[src/assert_macros.svh]
// assertion helpers used by isbn_check_digit_validator
`ifndef ASSERT_MACROS_SVH
`define ASSERT_MACROS_SVH

// checked at every clock edge outside reset
`define ASSERT_CLK(label, prop, msg) \
  label: assert property (@(posedge clk) disable iff (rst) (prop)) else $error(msg);

// checked at every clock edge, reset included
`define ASSERT_CLK_ALWAYS(label, prop, msg) \
  label: assert property (@(posedge clk) (prop)) else $error(msg);

`endif

[src/isbn_pkg.sv]
// ----------------------------------------------------------------------------
// isbn_pkg
// Shared types, constants and modular helpers of the isbn check digit block.
// ----------------------------------------------------------------------------
`timescale 1ns / 1ps
`default_nettype none

package isbn_pkg;

  // capacity per isbn; the first CAPACITY - 1 characters are examined
  localparam int CAPACITY = 20;
  localparam logic [4:0] POS_LIMIT = 5'(CAPACITY - 1);

  // queue between front and back
  localparam int QDEPTH = 4;
  localparam int QPTR_W = $clog2(QDEPTH);

  // ascii codes and special values
  localparam logic [7:0] ASCII_ZERO = 8'h30;
  localparam logic [7:0] ASCII_NINE = 8'h39;
  localparam logic [7:0] ASCII_X    = 8'h58;
  localparam logic [7:0] ASCII_NUL  = 8'h00;
  localparam logic [3:0] X_VALUE    = 4'd10;
  localparam logic [3:0] TEN_POS    = 4'd9;   // kept count before the tenth value
  localparam logic [3:0] THIRTEEN_POS = 4'd12;
  localparam logic [3:0] COUNT_MAX  = 4'd14;

  // result kinds
  localparam logic [1:0] KIND_BAD      = 2'd0;
  localparam logic [1:0] KIND_TEN      = 2'd1;
  localparam logic [1:0] KIND_THIRTEEN = 2'd2;

  // character class decided by the front
  typedef enum logic [1:0] {
    CK_DIGIT,
    CK_X,
    CK_NUL,
    CK_OTHER
  } char_kind_t;

  // one classified beat
  typedef struct packed {
    char_kind_t  ck;
    logic [3:0]  value;
    logic        final_char;
  } isbn_beat_t;

  // x mod 11 by binary-weighted compare and subtract
  function automatic logic [3:0] mod11(input logic [7:0] x);
    logic [7:0] r;
    r = x;
    if (r >= 8'd176) r = r - 8'd176;
    if (r >= 8'd88)  r = r - 8'd88;
    if (r >= 8'd44)  r = r - 8'd44;
    if (r >= 8'd22)  r = r - 8'd22;
    if (r >= 8'd11)  r = r - 8'd11;
    return r[3:0];
  endfunction

  // x mod 10 for six-bit values
  function automatic logic [3:0] mod10(input logic [5:0] x);
    logic [5:0] r;
    r = x;
    if (r >= 6'd40) r = r - 6'd40;
    if (r >= 6'd20) r = r - 6'd20;
    if (r >= 6'd10) r = r - 6'd10;
    return r[3:0];
  endfunction

endpackage

`default_nettype wire

[src/isbn_check_digit_validator.sv]
// ----------------------------------------------------------------------------
// isbn_check_digit_validator
// Validates isbn-10 and isbn-13 check digits over a stream of ascii beats.
//
//   channel | signals                         | direction
//   in      | in_valid in_stall character     | beat of one character, final_char
//           | final_char                      | marks the last one
//   out     | out_valid out_stall kind        | one result per final beat
//           | check_ok                        |
//
// one character beat per cycle when nothing stalls; a result passes the front
// register, the queue and the result register after its final beat.
// the back updates its running sums as it takes each beat, which sets the rate.
// reset is synchronous and clears all control state; no clearing pass.
// out_stall holds back only final beats; other beats keep flowing into the
// sums and the queue absorbs short stalls.
// ----------------------------------------------------------------------------
`timescale 1ns / 1ps
`default_nettype none

`include "assert_macros.svh"

module isbn_check_digit_validator (
  input  wire logic        clk,
  input  wire logic        rst,
  input  wire logic        in_valid,
  output logic             in_stall,
  input  wire logic [7:0]  character,
  input  wire logic        final_char,
  output logic             out_valid,
  input  wire logic        out_stall,
  output logic [1:0]       kind,
  output logic             check_ok
);

  isbn_pkg::isbn_beat_t front_beat;
  isbn_pkg::isbn_beat_t queue_beat;
  logic                 front_valid;
  logic                 front_stall;
  logic                 queue_valid;
  logic                 queue_stall;

  // classify characters
  isbn_front u_front (
    .clk        (clk),
    .rst        (rst),
    .in_valid   (in_valid),
    .in_stall   (in_stall),
    .character  (character),
    .final_char (final_char),
    .beat_valid (front_valid),
    .beat_stall (front_stall),
    .beat       (front_beat)
  );

  // decouple front from back
  isbn_queue u_queue (
    .clk      (clk),
    .rst      (rst),
    .wr_valid (front_valid),
    .wr_stall (front_stall),
    .wr_beat  (front_beat),
    .rd_valid (queue_valid),
    .rd_stall (queue_stall),
    .rd_beat  (queue_beat)
  );

  // sums, length and verdict
  isbn_back u_back (
    .clk        (clk),
    .rst        (rst),
    .beat_valid (queue_valid),
    .beat_stall (queue_stall),
    .beat       (queue_beat),
    .out_valid  (out_valid),
    .out_stall  (out_stall),
    .kind       (kind),
    .check_ok   (check_ok)
  );

  // checks
  `ASSERT_CLK(a_ok_needs_length, out_valid && check_ok |-> kind != isbn_pkg::KIND_BAD, "check_ok set with bad length")
  `ASSERT_CLK(a_queue_stall_nonempty, queue_stall |-> queue_valid, "back stalls on an empty queue")
  `ASSERT_CLK_ALWAYS(a_reset_clears_out, rst |=> !out_valid, "result valid right after reset")

endmodule

`default_nettype wire

[src/isbn_front.sv]
// ----------------------------------------------------------------------------
// isbn_front
// Takes input characters and classifies them into digit, X, NUL or other.
// ----------------------------------------------------------------------------
`timescale 1ns / 1ps
`default_nettype none

module isbn_front (
  input  wire logic                clk,
  input  wire logic                rst,
  input  wire logic                in_valid,
  output logic                     in_stall,
  input  wire logic [7:0]          character,
  input  wire logic                final_char,
  output logic                     beat_valid,
  input  wire logic                beat_stall,
  output isbn_pkg::isbn_beat_t     beat
);

  isbn_pkg::isbn_beat_t beat_next;

  // hold input while the staged beat cannot move on
  assign in_stall = beat_valid & beat_stall;

  // classify the incoming character
  always_comb begin
    beat_next.final_char = final_char;
    beat_next.value      = 4'(character - isbn_pkg::ASCII_ZERO);
    if (character >= isbn_pkg::ASCII_ZERO && character <= isbn_pkg::ASCII_NINE) begin
      beat_next.ck = isbn_pkg::CK_DIGIT;
    end else if (character == isbn_pkg::ASCII_X) begin
      beat_next.ck = isbn_pkg::CK_X;
    end else if (character == isbn_pkg::ASCII_NUL) begin
      beat_next.ck = isbn_pkg::CK_NUL;
    end else begin
      beat_next.ck = isbn_pkg::CK_OTHER;
    end
  end

  // staging register
  always_ff @(posedge clk) begin
    if (rst) begin
      beat_valid <= 1'b0;
    end else if (!in_stall) begin
      beat_valid <= in_valid;
    end
  end

  always_ff @(posedge clk) begin
    if (in_valid && !in_stall) begin
      beat <= beat_next;
    end
  end

endmodule

`default_nettype wire

[src/isbn_queue.sv]
// ----------------------------------------------------------------------------
// isbn_queue
// Small fifo of classified beats between the front and the back.
// ----------------------------------------------------------------------------
`timescale 1ns / 1ps
`default_nettype none

module isbn_queue (
  input  wire logic                  clk,
  input  wire logic                  rst,
  input  wire logic                  wr_valid,
  output logic                       wr_stall,
  input  wire isbn_pkg::isbn_beat_t  wr_beat,
  output logic                       rd_valid,
  input  wire logic                  rd_stall,
  output isbn_pkg::isbn_beat_t       rd_beat
);

  localparam logic [isbn_pkg::QPTR_W:0] FULL_COUNT = (isbn_pkg::QPTR_W + 1)'(isbn_pkg::QDEPTH);

  isbn_pkg::isbn_beat_t             slots [isbn_pkg::QDEPTH];
  logic [isbn_pkg::QPTR_W-1:0]      wr_ptr;
  logic [isbn_pkg::QPTR_W-1:0]      rd_ptr;
  logic [isbn_pkg::QPTR_W:0]        count;
  logic                             push;
  logic                             pop;

  assign wr_stall = (count == FULL_COUNT);
  assign rd_valid = (count != '0);
  assign rd_beat  = slots[rd_ptr];
  assign push     = wr_valid & ~wr_stall;
  assign pop      = rd_valid & ~rd_stall;

  // pointers and fill count
  always_ff @(posedge clk) begin
    if (rst) begin
      wr_ptr <= '0;
      rd_ptr <= '0;
      count  <= '0;
    end else begin
      if (push) wr_ptr <= wr_ptr + 1'b1;
      if (pop)  rd_ptr <= rd_ptr + 1'b1;
      if (push && !pop) begin
        count <= count + 1'b1;
      end else if (pop && !push) begin
        count <= count - 1'b1;
      end
    end
  end

  // slot storage
  always_ff @(posedge clk) begin
    if (push) begin
      slots[wr_ptr] <= wr_beat;
    end
  end

endmodule

`default_nettype wire

[src/isbn_back.sv]
// ----------------------------------------------------------------------------
// isbn_back
// Running isbn-10 and isbn-13 sums, length count and the result register.
// ----------------------------------------------------------------------------
`timescale 1ns / 1ps
`default_nettype none

module isbn_back (
  input  wire logic                  clk,
  input  wire logic                  rst,
  input  wire logic                  beat_valid,
  output logic                       beat_stall,
  input  wire isbn_pkg::isbn_beat_t  beat,
  output logic                       out_valid,
  input  wire logic                  out_stall,
  output logic [1:0]                 kind,
  output logic                       check_ok
);

  logic [4:0] char_position, char_position_next;
  logic [3:0] digit_count, digit_count_next;
  logic [3:0] sum_ten, sum_ten_next;
  logic [3:0] sum_thirteen, sum_thirteen_next;
  logic [3:0] tenth_value, tenth_value_next;
  logic [3:0] thirteenth_value, thirteenth_value_next;

  logic       take;
  logic       keep;
  logic [3:0] keep_val;
  logic [7:0] prod_ten;
  logic [7:0] acc_ten;
  logic [5:0] weighted13;
  logic [5:0] acc_thirteen;
  logic [3:0] expect13;
  logic [1:0] kind_next;
  logic       check_ok_next;

  // a final beat waits while the previous result is still held
  assign beat_stall = beat_valid & out_valid & out_stall & beat.final_char;
  assign take       = beat_valid & ~beat_stall;

  // weighted terms of the kept value
  assign prod_ten     = {4'd0, digit_count + 4'd1} * {4'd0, keep_val};
  assign acc_ten      = {4'd0, sum_ten} + prod_ten;
  assign weighted13   = digit_count[0] ? ({2'd0, keep_val} + {1'b0, keep_val, 1'b0})
                                       : {2'd0, keep_val};
  assign acc_thirteen = {2'd0, sum_thirteen} + weighted13;

  // decide whether the character is kept and with which value
  always_comb begin
    char_position_next = char_position;
    keep               = 1'b0;
    keep_val           = '0;
    if (take && char_position < isbn_pkg::POS_LIMIT) begin
      if (beat.ck == isbn_pkg::CK_NUL) begin
        char_position_next = isbn_pkg::POS_LIMIT;
      end else begin
        char_position_next = char_position + 5'd1;
        if (beat.ck == isbn_pkg::CK_DIGIT) begin
          keep     = 1'b1;
          keep_val = beat.value;
        end else if (beat.ck == isbn_pkg::CK_X && digit_count == isbn_pkg::TEN_POS) begin
          keep     = 1'b1;
          keep_val = isbn_pkg::X_VALUE;
        end
      end
    end
  end

  // running sums and kept values
  always_comb begin
    digit_count_next      = digit_count;
    sum_ten_next          = sum_ten;
    sum_thirteen_next     = sum_thirteen;
    tenth_value_next      = tenth_value;
    thirteenth_value_next = thirteenth_value;
    if (keep) begin
      if (digit_count < isbn_pkg::TEN_POS) begin
        sum_ten_next = isbn_pkg::mod11(acc_ten);
      end
      if (digit_count == isbn_pkg::TEN_POS) begin
        tenth_value_next = keep_val;
      end
      if (digit_count < isbn_pkg::THIRTEEN_POS) begin
        sum_thirteen_next = isbn_pkg::mod10(acc_thirteen);
      end
      if (digit_count == isbn_pkg::THIRTEEN_POS) begin
        thirteenth_value_next = keep_val;
      end
      if (digit_count < isbn_pkg::COUNT_MAX) begin
        digit_count_next = digit_count + 4'd1;
      end
    end
  end

  // verdict from the updated state
  always_comb begin
    expect13      = (sum_thirteen_next == 4'd0) ? 4'd0 : 4'd10 - sum_thirteen_next;
    kind_next     = isbn_pkg::KIND_BAD;
    check_ok_next = 1'b0;
    if (digit_count_next == 4'd10) begin
      kind_next     = isbn_pkg::KIND_TEN;
      check_ok_next = (sum_ten_next == tenth_value_next);
    end else if (digit_count_next == 4'd13) begin
      kind_next     = isbn_pkg::KIND_THIRTEEN;
      check_ok_next = (tenth_value_next != isbn_pkg::X_VALUE) &&
                      (expect13 == thirteenth_value_next);
    end
  end

  // per-isbn state, cleared after each final beat
  always_ff @(posedge clk) begin
    if (rst || (take && beat.final_char)) begin
      char_position    <= '0;
      digit_count      <= '0;
      sum_ten          <= '0;
      sum_thirteen     <= '0;
      tenth_value      <= '0;
      thirteenth_value <= '0;
    end else begin
      char_position    <= char_position_next;
      digit_count      <= digit_count_next;
      sum_ten          <= sum_ten_next;
      sum_thirteen     <= sum_thirteen_next;
      tenth_value      <= tenth_value_next;
      thirteenth_value <= thirteenth_value_next;
    end
  end

  // result register
  always_ff @(posedge clk) begin
    if (rst) begin
      out_valid <= 1'b0;
    end else if (take && beat.final_char) begin
      out_valid <= 1'b1;
    end else if (!out_stall) begin
      out_valid <= 1'b0;
    end
  end

  always_ff @(posedge clk) begin
    if (take && beat.final_char) begin
      kind     <= kind_next;
      check_ok <= check_ok_next;
    end
  end

endmodule

`default_nettype wire

[config.mk]
export PLATFORM = sky130hd
export DESIGN_NAME = isbn_check_digit_validator
export DESIGN_NICKNAME = d
export VERILOG_FILES = /design/src/isbn_pkg.sv /design/src/isbn_check_digit_validator.sv /design/src/isbn_front.sv /design/src/isbn_queue.sv /design/src/isbn_back.sv
export VERILOG_INCLUDE_DIRS = /design/src /design/src/src
export SDC_FILE = /design/constraint.sdc
export NUM_CORES = 1
export LEC_CHECK = 0
export ABC_AREA = 0
export BUFFER_PORTS_ARGS = -buffer_cell sky130_fd_sc_hd__buf_2
export CORE_ASPECT_RATIO = 1.75
export CORE_MARGIN = 2
export CORE_UTILIZATION = 35
export DETAILED_ROUTE_END_ITERATION = 16
export HOLD_SLACK_MARGIN = 0.02
export PLACE_DENSITY_LB_ADDON = 0.12
export SLEW_MARGIN = 20
export SYNTH_ARGS = -nofsm -noshare
export SYNTH_HDL_FRONTEND = slang
export SYNTH_SLANG_ARGS = --single-unit
[constraint.sdc]
create_clock -name clk -period 24.3 [get_ports clk]
set_clock_uncertainty 0.2 [all_clocks]
set_input_delay 6.075 -clock clk [delete_from_list [all_inputs] [get_ports clk]]
set_output_delay 6.075 -clock clk [all_outputs]
set_load 0.02 [all_outputs]
======== Yosys cells after proc, flatten, opt, wreduce, memory -nomap -nowiden ========
Memories as Yosys holds them, arrays and structs flattened. A register that Yosys moved wholly into a read port is not among the register bits.
Cells that the tools add are included.
storage, ports and cells
  memories ................................ 1
  latch bits .............................. 0
  word-level logic and storage cells ...... 144
  RAM bits ................................ 28
  input bits .............................. 13
  register bits ........................... 44
  bits in read-only memories .............. 0
  output and inout port bits .............. 5
operators by class
  reductions and logical operators ........ 18
  div/mod/pow operators ................... 0
  eq/ne operators ......................... 12
  magnitude comparators ................... 14
  shift-type cells ........................ 0
  mux-type cells .......................... 54
  add/subtract/negate cells ............... 19
  bitwise operators ....................... 8
  multipliers ............................. 1
memories
  name           depth  width  read ports  clocked after Yosys merged registers in  wr ports  line              RTL
  u_queue.slots  4      7      1           1                                        1         isbn_queue.sv:21  isbn_pkg::isbn_beat_t slots [isbn_pkg::QDEPTH];
operators with widths
  operator                                                                              number
  8-bit two-way mux                                                                     12
  4-bit two-way mux                                                                     17
  6-bit two-way mux                                                                     7
  4-bit == test (second input constant)                                                 4
  8-bit by 6-bit greater-or-equal comparator with 1-bit output (second input constant)  2
  4-bit less-than comparator (second input constant)                                    3
  1-bit two-way mux                                                                     12
  4-bit by 8-bit adder with 8-bit output                                                1
  4-bit == test                                                                         2
  8-bit by 7-bit == test with 1-bit output (second input constant)                      1
  8-bit by 4-bit greater-or-equal comparator with 1-bit output (second input constant)  1
  8-bit by 5-bit greater-or-equal comparator with 1-bit output (second input constant)  1
  8-bit by 7-bit greater-or-equal comparator with 1-bit output (second input constant)  1
  8-bit greater-or-equal comparator (second input constant)                             1
  8-bit by 6-bit <= comparator with 1-bit output (second input constant)                1
  1-bit logical AND                                                                     8
  8-bit zero test                                                                       1
  4-bit by 4-bit multiplier with 8-bit output                                           1
  4-bit subtractor (second input constant)                                              2
  8-bit by 5-bit subtractor with 8-bit output (second input constant)                   1
  8-bit by 6-bit subtractor with 8-bit output (second input constant)                   1
  8-bit by 7-bit subtractor with 8-bit output (second input constant)                   1
  8-bit subtractor (second input constant)                                              1
  4-bit by 5-bit adder with 6-bit output                                                1
  other kinds (31)                                                                      43

======== Depth between registers and ports, before layout ========
Gate-level depths: netlist of run 1.
  depth after elaboration ................. 32
  mapped depth ............................ 52
  mapped depth without buffers ............ 48

======== Cells and area by module ========
From an unflattened synthesis of run 1, not the netlist that was laid out.
second synthesis, totals
  cell total of the unflattened synthesis .. 661
  area total of the unflattened synthesis .. 5,929.4 um^2
modules (own cells, without submodules)
  module      area each (um^2)  sequential area each (um^2)  instances  cells each
  isbn_back   4,126.5           610.6                        1          551
  isbn_queue  1,486.4           1,021.0                      1          88
  isbn_front  316.6             230.2                        1          22

======== Least setup slack after synthesis of run 1 ========
No wires, ideal clock.
  path type ............................... input port to flip-flop
  start point ............................. in out_stall
  end point ............................... reg u_back.check_ok, data pin
  required time ........................... 23.920 ns
  stages on the path ...................... 45
  arrival time ............................ 16.928 ns
  path slack .............................. 6.992 ns
  library setup time ...................... 0.180 ns
  path buffers ............................ 2
  cell sequence ........................... a31oi_1 > nand2_1 > a2111oi_0 > nand2_1 > fa_1 > fa_1 > fa_1 > inv_1 > ha_1 > nor2b_1 > o31a_1 > xor2_1 > ha_1 > nor2b_1 > mux2_4 > or3_1 > buf_6 > xnor2_1 > [... 9 more ...] > clkbuf_1 > inv_1 > nand2_1 > or4b_1 > mux2_2 > o22ai_2 > o31a_1 > nand2_1 > xnor2_1 > inv_1 > ha_1 > nor2_1 > mux2i_1 > o22ai_1 > mux2_2 > mux2i_1 > xor2_1 > o41ai_2
between the ends
  cells in the longest elaborated chain, start to end .. 30
  elaborated cells on any way between the ends .. 68
  classes of those cells .................. add/sub: 12; mul: 1; order compare: 8; eq/ne: 5; mux: 35; bitwise: 4; reduce/logical: 3
RTL lines
  what                                                                                                     line                              RTL
  from (decl)                                                                                              isbn_check_digit_validator.sv:31  input wire logic out_stall,
  1-bit bitwise AND (*) (2 in series)                                                                      isbn_back.sv:39                   assign beat_stall = beat_valid & out_valid & out_stall & beat.final_char;
  1-bit inverter (*)                                                                                       isbn_back.sv:40                   assign take = beat_valid & ~beat_stall;
  1-bit bitwise AND (*)                                                                                    isbn_back.sv:40
  1-bit logical AND (*)                                                                                    isbn_back.sv:54                   if (take && char_position < isbn_pkg::POS_LIMIT) begin
  4-bit two-way mux                                                                                        isbn_back.sv:54
  4-bit by 4-bit multiplier with 8-bit output                                                              isbn_back.sv:43                   assign prod_ten = {4'd0, digit_count + 4'd1} * {4'd0, keep_val};
  4-bit by 8-bit adder with 8-bit output                                                                   isbn_back.sv:44                   assign acc_ten = {4'd0, sum_ten} + prod_ten;
  8-bit subtractor / 8-bit greater-or-equal comparator (equally long branches)                             isbn_pkg.sv:52                    if (r >= 8'd176) r = r - 8'd176;
  [... 14 more ...]                                                                                        --
  8-bit two-way mux                                                                                        isbn_back.sv:77                   if (keep) begin
  8-bit by 4-bit greater-or-equal comparator with 1-bit output / 4-bit subtractor (equally long branches)  isbn_pkg.sv:56                    if (r >= 8'd11) r = r - 8'd11;
  4-bit two-way mux                                                                                        isbn_pkg.sv:56
  4-bit two-way mux                                                                                        isbn_back.sv:78                   if (digit_count < isbn_pkg::TEN_POS) begin
  4-bit two-way mux                                                                                        isbn_back.sv:77
  4-bit == test                                                                                            isbn_back.sv:103                  check_ok_next = (sum_ten_next == tenth_value_next);
  1-bit two-way mux (*)                                                                                    isbn_back.sv:101                  if (digit_count_next == 4'd10) begin
  net u_back.check_ok_next                                                                                 isbn_back.sv:36                   logic check_ok_next;
  to (signal assigned)                                                                                     isbn_back.sv:144                  check_ok <= check_ok_next;
  to (decl)                                                                                                isbn_back.sv:17                   output logic check_ok
Mark *: on every way through the listed nets, which the timed path passes. The rest lies on a longest branch. The select of a mux whose other input is x is not followed.
A chain may end at the register's enable or synchronous reset.

======== Worst setup path after layout of run 1 ========
Ends and elaborated chain as after synthesis.

==> out/results.ini, run 1 <==
[sta]
rsz0062_at_grt=no
relSlewSlack_pct=38.14
finalSetupTns_ns=0
fin_crit_sh_pct=72.20
tightest_slew_ns=0.9261
setup_viol=0
maxSlewViolCount=0
fmax_ghz=0.05699
hold_viol_final=0
period_needed_ns=17.55

[detailed_routing]
via_per_inst=5.498
drc_errors=0
postRouteAntennaNets=0
initialDrtViolationCount=204
vias=4431
wirelength_mm=13.49
post_drt_wl_per_cell_um=16.73
wl_met1_mm=4.901
wl_met2_mm=7.674
drt_first_pass_iters=4
top_layer_used=met4
dr_wl_met3_um=283

[logic_synthesis]
synth_fa_ha_area_share_pct=13.18
synth-simple-area-share_pct=18.21
yosysWarnings=0
synth-compound-area-share_pct=19.71
syn_inst=598
synth.area.mux_share_pct=6.950
ys.flop_type=edfxtp_1
ys_seq_area_share_pct=33.25
synth_edf_count=38
synth_area_mm2=0.005599
synth_top_family_by_area=compound AO/OA/AOI/OAI gates
synth.distinct_cells=73
yosys_register_bits=74
synthArstFlopShare_pct=0
synth-xor-area-share_pct=4.693
syn_avg_cell_area_um2=9.363
syn-num-nets=664

[final_layout]
syn_to_final_growth_pct=10.41
n_antenna_cell=0
fin_cells=806
multi_input_area_mm2=0.003520
final_nets=678
fin_area_mm2=0.006182
final_cell_mix=nor2_1, ha_1, inv_1
regArea_mm2=0.001862
final_common_cell=nor2_1
final_util_pct=39.13
fill_cells=1589
final_layout_size_suffix_gt1_share_pct=11.67

[power_and_ir_drop]
p_clk_share_pct=30.6
power.switching_mw=0.1616
intPower_mw=0.2835
seq_power_share_pct=35.6
switching_share_pct=36.30
power_frac_comb_pct=33.8
leakagePower_nw=2.499
p_per_area_mw_per_mm2=72.00
vdd_drop_max_mv=0.04737
total_power_mw=0.4451

[grt]
grt_pass1_wl_mm=22.46
grt_max_degree=25
grt_pass1_vias=4595
grtUsageTotal_pct=16.76
antenna_found_initial=0
grt_overflow=0

[clock_tree]
h-tree-depth=3
ctsRootBufferMaster=clkbuf_16
clk_pin_slew_worst_paths_ns=0.06
cts_buffers=9
clk_latency_ns=0.33
clockBufferDepth=2
cts_sinks=74
holdBufCountCts=0
tritoncts=built
cts_setup_buffers=0
ctsResizeCount=0

[setup_path]
worstPathArrival_ns=17.50
slowest_stage=a2111oi_2
crit_fanout=9
cp.required_ns=24.26
slowest_delay_ns=0.86
critPathKind=in -> reg
cp-end-kind=flip-flop
cp_common_cell=ha_1
cp-start-kind=input port

[floorplanning]
design.core.area_mm2=0.01580
die_area_mm2=0.01707
die_w_um=99.61
die_y_um=171.3
ios=18
start_util_pct=35.44
core.rowCount=61

[place]
dp_hpwl_mm=10.88
dpl_cell_area_mm2=0.005876
gp_congestion=0.8652
place_inst=790
io_buffers=17

[status]
outcome=finished clean

[run]
maxCapViolCount=0

[hold_path]
min_path_type=reg -> reg

==> through the flow <==
| stage | worst slack (ns) | hold slack (ns) |
|---|---|---|
| floorplan | 6.992 | 0.2587 |
| global placement | 6.674 | 0.2687 |
| detailed placement | 6.318 | 0.2635 |
| CTS | 6.657 | 0.2777 |
| global route | 5.730 | 0.3005 |
| finish | 6.754 | 0.2805 |
==> power by group through the flow <==
stage / clock network [mW] / registers [mW] / logic, mW
2_1_floorplan: 0 / 0.157 / 0.114
3_3_place_gp: 0 / 0.161 / 0.149
3_5_place_dp: 0 / 0.162 / 0.151
4_1_cts: 0.140 / 0.159 / 0.152
5_1_grt: 0.146 / 0.161 / 0.170
6_report: 0.136 / 0.158 / 0.150
==> registers in the layout, indices dropped and copies added, names as in the netlist, 3 cells and up, named ones only <==
| name | count |
|---|---|
| u_back.sum_thirteen | 4 |
| u_back.digit_count | 4 |
| u_back.sum_ten | 4 |
| u_queue.count | 3 |
| u_queue.slots | 28 |
| u_back.thirteenth_value | 4 |
| u_front.beat | 7 |
| u_back.tenth_value | 4 |
| u_back.char_position | 5 |
==> routing by layer <==
layer	vias to the layer above	GRT usage, %
li1	2230	-
met4	0	9.172
met2	77	33.34
met5	-	0
met3	32	2.357
met1	2092	16.05
==> synthesized netlist by cell type, types with 10 or more instances <==
library cell,n,share of area [%]
nor2_1,66,4.4
ha_1,43,9.6
inv_1,40,2.7
edfxtp_1,38,20
nand2_1,38,2.5
a21oi_1,36,3.2
dfxtp_1,36,13
o21ai_0,20,1.8
mux2i_1,18,3.2
xnor2_1,17,2.7
a21o_1,14,1.9
clkbuf_1,14,0.94
and2_1,13,1.5
xor2_1,13,2.0
a31oi_1,12,1.3
nor2b_1,12,1.3
fa_1,10,3.6
nand3_1,10,0.89
nor3_1,10,0.89
==> critical path: cells and delay by family <==
kind                       cells  cell delay, ns
AOI/OAI and AO/OA             10            3.41
adders and majority gates      8            2.94
and+or+nand+nor               12            2.43
muxes                          5            1.36
xor gates and xnor gates       4            0.84
buffers and inverters          5            0.43
==> cell families after synthesis <==
group,Yosys count
xor+xnor,30
mux,30
flops,74
buf+inv,57
fa+ha+maj,53
simple gates,203
compound gates,151
==> final cells by class <==
| cell class | count | share of cell area, % |
|---|---|---|
| clock inverters | 7 | 1.316 |
| inverters | 40 | 2.429 |
| flip-flops and latches | 74 | 30.12 |
| well taps | 189 | 3.825 |
| multi-input cells | 467 | 56.93 |
| clock buffers | 9 | 3.643 |
| repair buffers | 20 | 1.741 |
==> final timing paths <==
path | start | to | slack [ns] | cells past startpoint
hold / removal | u_back.out_valid | u_back.out_valid | 0.28 | 2
hold reg to reg | u_back.out_valid | u_back.out_valid | 0.28 | 2
setup reg to reg | flip-flop | u_back.check_ok | 11.33 | 44
setup / recovery | out_stall | u_back.check_ok | 6.75 | 44
Note: power is estimated with default switching activity, not from simulation.
==> inputs of run 2 (changes only) <==
==> constraint.sdc (replaced) <==
create_clock -name clk -period 16.5 [get_ports clk]
set_clock_uncertainty 0.2 [all_clocks]
set_input_delay 4.125 -clock clk [delete_from_list [all_inputs] [get_ports clk]]
set_output_delay 4.125 -clock clk [all_outputs]
set_load 0.02 [all_outputs]
==> out/results.ini, run 2 (synthesized netlist as in run 1, its figures left out) <==
[status]
outcome=finished clean

[detailed_routing]
drt_first_pass_iters=4
postRouteAntennaNets=0
wirelength_mm=13.48
post_drt_wl_per_cell_um=16.73
via_per_inst=5.543
drc_errors=0
vias=4468
initialDrtViolationCount=199

[power_and_ir_drop]
p_clk_share_pct=30.5
seq_power_share_pct=36.3
intPower_mw=0.4171
power_frac_comb_pct=33.2
vdd_drop_max_mv=0.07790
switching_share_pct=36.40
leakagePower_nw=2.499
p_per_area_mw_per_mm2=106.1
power.switching_mw=0.2387

[clock_tree]
clk_latency_ns=0.33
tritoncts=built
cts_buffers=9
holdBufCountCts=0
h-tree-depth=3
cts_sinks=74
ctsResizeCount=0
clockBufferDepth=2
ctsRootBufferMaster=clkbuf_16
clk_pin_slew_worst_paths_ns=0.06
cts_setup_buffers=0

[sta]
finalSetupTns_ns=0
setup_viol=0
whs_ns=0.2728
hold_viol_final=0
maxSlewViolCount=0
fmax_ghz=0.06500
relSlewSlack_pct=29.40
tightest_slew_ns=1.049
rsz0062_at_grt=no
worst_slack_ns=1.116
period_needed_ns=15.38
fin_crit_sh_pct=93.24

[final_layout]
syn_to_final_growth_pct=10.41
fin_area_mm2=0.006182
top_regs=u_queue.slots x28, u_front.beat x7, u_back.char_position x5
fill_cells=1585
fin_cells=806
top_register=u_queue.slots
final_layout_size_suffix_gt1_share_pct=11.67
final_common_cell=nor2_1
n_antenna_cell=0
final_cell_mix=nor2_1, ha_1, inv_1
largest_register_ffs=28
final_nets=678

[setup_path]
critPathKind=in -> reg
slowest_delay_ns=0.54
critical_path_depth=44
r2r_cells=44
worstPathArrival_ns=15.34
r2r_end=u_back.check_ok
cp-end-kind=flip-flop
crit_fanout=10
cp.required_ns=16.46
reg2reg_slack_ns=3.73
critPathTopFamily=compound AO/OA/AOI/OAI gates
critical_path_buf_inv_count=5
cp_common_cell=ha_1
slowest_stage=fa_1
cp-start-kind=input port

[grt]
antenna_found_initial=0
grt_pass1_vias=4512
grt_overflow=0
grt_max_degree=25
grt_pass1_wl_mm=21.98
grtUsageTotal_pct=16.36

[floorplanning]
ios=18
design.core.area_mm2=0.01580
die_y_um=171.3
die_area_mm2=0.01707
die_w_um=99.61
core.rowCount=61
start_util_pct=35.44

[place]
gp_congestion=0.8292
dpl_cell_area_mm2=0.005876
io_buffers=17
place_inst=790
place_ws_ns=0.8033
dp_hpwl_mm=10.91

[run]
maxCapViolCount=0

[hold_path]
min_path_type=reg -> reg
hold_start=u_back.out_valid
hold_path_depth=2
whs_endpoint=u_back.out_valid

-- run 2: cell counts in the layout (fill, tap and decap cells not counted) --
No cell type changed its count.
-- run 2: worst min-delay path: stages (launching register included) --
cell     delay (ns)
dfxtp_1        0.32
nand2_1        0.05
a21oi_1        0.05
-- run 2: worst max-delay path by stage --
stage                          from              end  slack [ns]
final                     out_stall  u_back.check_ok        1.12
after floorplan           out_stall  u_back.check_ok        1.14
after global placement    out_stall  u_back.check_ok        1.11
after global routing      out_stall  u_back.check_ok        0.02
after detailed placement  out_stall  u_back.check_ok        0.80
after CTS                 out_stall  u_back.check_ok        1.12
-- run 2: metrics by stage --
stage / power, mW / util (%)
2_1_floorplan: 0.4000 / -
3_3_place_gp: 0.4573 / 37.19
3_5_place_dp: 0.4613 / 37.19
4_1_cts: 0.6646 / 39.13
5_1_grt: 0.6992 / 39.13
6_report: 0.6558 / 39.13
-- run 2: layer usage --
metal	share of wire (%)	up-vias	GRT usage (%)
li1	-	2227	-
met1	36	2148	14.73
met2	59	68	34.64
met3	1.7	25	1.950
met4	3.4	0	7.445
met5	0	-	0
-- run 2: power groups by stage --
| stage | sequential, mW | combinational, mW | clock [mW] |
|---|---|---|---|
| after floorplan | 0.231 | 0.169 | 0 |
| after global placement | 0.242 | 0.216 | 0 |
| after detailed placement | 0.243 | 0.219 | 0 |
| after CTS | 0.239 | 0.220 | 0.205 |
| after global routing | 0.242 | 0.244 | 0.213 |
| final | 0.238 | 0.218 | 0.200 |
-- run 2: area by class of cell --
type	instances	area, um2	share of cell area [%]
well taps	189	236.5	3.825
clock inverters	7	81.33	1.316
flip-flops and latches	74	1862	30.12
repair buffers	20	107.6	1.741
inverters	40	150.1	2.429
multi-input cells	467	3520	56.93
clock buffers	9	225.2	3.643
==> inputs of run 3 (changes only) <==
--- a/config.mk
+++ b/config.mk
@@ -17,4 +17,5 @@
 export SLEW_MARGIN = 20
 export SYNTH_ARGS = -nofsm -noshare
 export SYNTH_HDL_FRONTEND = slang
+export SYNTH_HIERARCHICAL = 1
 export SYNTH_SLANG_ARGS = --single-unit
==> out/results.ini, run 3 <==
[clock_tree]
cts_buffers=9
tritoncts=built
clk_pin_slew_worst_paths_ns=0.06
cts_sinks=74
holdBufCountCts=0
h-tree-depth=3
ctsResizeCount=0
clockBufferDepth=2
ctsRootBufferMaster=clkbuf_16
clk_latency_ns=0.32
cts_setup_buffers=0

[detailed_routing]
wirelength_mm=14.73
drt_first_pass_iters=4
initialDrtViolationCount=250
via_per_inst=5.539
vias=4974
post_drt_wl_per_cell_um=16.40
drc_errors=0
postRouteAntennaNets=0

[logic_synthesis]
synth_top_area_cell=edfxtp_1
synth_edf_count=38
ys_seq_area_share_pct=31.40
yosys_register_bits=74
yosys.area.top_type_share_pct=19.24
synth_most_common_cell=nor2_1
syn-num-nets=723
syn_inst=661
ys_top_cells_by_area=edfxtp_1, dfxtp_1, ha_1
syn_avg_cell_area_um2=8.970
synthTopCellsByCount=nor2_1, inv_1, nand2_1
yosysWarnings=6
ys.flop_type=edfxtp_1
synth.distinct_cells=95
synth_area_mm2=0.005929
synthArstFlopShare_pct=0

[hold_path]
hold_path_depth=2
min_path_type=reg -> reg
hold_start=u_back/char_position[4]
whs_endpoint=u_back/char_position[4]

[setup_path]
cp-start-kind=input port
r2r_cells=37
slowest_delay_ns=0.71
worstPathArrival_ns=13.70
crit_fanout=21
critPathKind=in -> reg
cp.required_ns=16.46
reg2reg_slack_ns=5.40
critPathLaunch=out_stall
cp-end-kind=flip-flop
r2r_end=u_back/check_ok
slowest_stage=a221oi_1

[grt]
grt_pass1_vias=5116
grt_pass1_wl_mm=23.99
grtUsageTotal_pct=16.88
grt_overflow=0
grt_max_degree=26
antenna_found_initial=0

[sta]
finalSetupTns_ns=0
rsz0062_at_grt=no
maxSlewViolCount=0
tightest_slew_ns=0.9451
fin_crit_sh_pct=83.23
hold_viol_final=0
fmax_ghz=0.07282
relSlewSlack_pct=35.19
setup_viol=0
period_needed_ns=13.73
whs_ns=0.2859

[floorplanning]
design.core.area_mm2=0.01679
start_util_pct=35.32
ios=18
die_w_um=102.4
core.rowCount=63
die_area_mm2=0.01804
die_y_um=176.2

[power_and_ir_drop]
p_per_area_mw_per_mm2=108.5
leakagePower_nw=2.588
vdd_drop_max_mv=0.09531

[final_layout]
regArea_mm2=0.001862
final_cell_mix=nor2_1, inv_1, nand2_1
fill_cells=1703
final_util_pct=38.67
multi_input_area_mm2=0.003766
top_register=u_queue/slots
n_antenna_cell=0
syn_to_final_growth_pct=9.496
final_layout_size_suffix_gt1_share_pct=11.92
final_common_cell=nor2_1
top_regs=u_queue/slots x28, u_front/beat x7, u_back/char_position x5
largest_register_ffs=28
final_nets=728
fin_cells=898

[place]
place_inst=882
gp_congestion=0.8612
io_buffers=17
dp_hpwl_mm=11.91

[status]
outcome=finished clean

[run]
maxCapViolCount=0

run 3: changes by cell type in the layout (fill, tap and decap cells not counted), moves of 7 or more:
cell	before	now
o21ai_0	20	31
nor3_1	10	18
a21o_1	14	5
mux2i_1	18	11
run 3: cells by family after synthesis:
family	share of synthesized area, %
multiplexers	4.896
buffers and inverters	5.085
flip-flops	31.40
XOR/XNOR	3.081
AO/OA/AOI/OAI	22.01
AND/OR/NAND/NOR	22.05
adder cells (fa/ha/maj)	11.48
run 3: how the worst max path moves through the flow:
stage                                 end  slack (ns)
final                     u_back/check_ok        2.77
after global routing      u_back/check_ok        1.95
after CTS                 u_back/check_ok        2.81
after detailed placement  u_back/check_ok        2.52
after global placement    u_back/check_ok        2.78
after floorplan           u_back/check_ok        3.42
run 3: stage by stage:
| step | worst slack [ns] | cell area (um2) | total power, mW |
|---|---|---|---|
| detailed placement | 2.518 | 6190 | 0.5134 |
| CTS | 2.810 | 6492 | 0.7127 |
| finish | 2.767 | 6492 | 0.7043 |
| global placement | 2.780 | 6190 | 0.5079 |
| global route | 1.953 | 6492 | 0.7531 |
| floorplan | 3.420 | 5929 | 0.4474 |
run 3: layout make-up:
type	instances	share of cell area, %
multi-input combinational	516	58.01
sequential	74	28.68
inverter	48	2.968
tap	227	4.375
timing repair buffer	17	1.310
clock inverter	7	1.195
clock buffer	9	3.469
run 3: power breakdown:
| part | switching [mW] | internal [mW] | leakage, nW |
|---|---|---|---|
| combinational | 0.171 | 0.0993 | 1.81 |
| clock | 0.0773 | 0.118 | 0.142 |
| sequential | 0.0241 | 0.215 | 0.635 |
run 3: worst max-delay path, delay by kind of cell:
family                     cells  cell delay [ns]
AOI/OAI and AO/OA             15             4.15
adders and majority gates      7             2.58
and+or+nand+nor                9             2.31
buffers and inverters          6             0.50
run 3: layer usage:
layer,vias up,track usage [%],part of all wire (%)
li1,2463,-,-
met1,2390,14.91,34
met2,95,35.69,61
met3,26,1.742,2.2
met4,0,7.556,3.3
met5,-,0,0
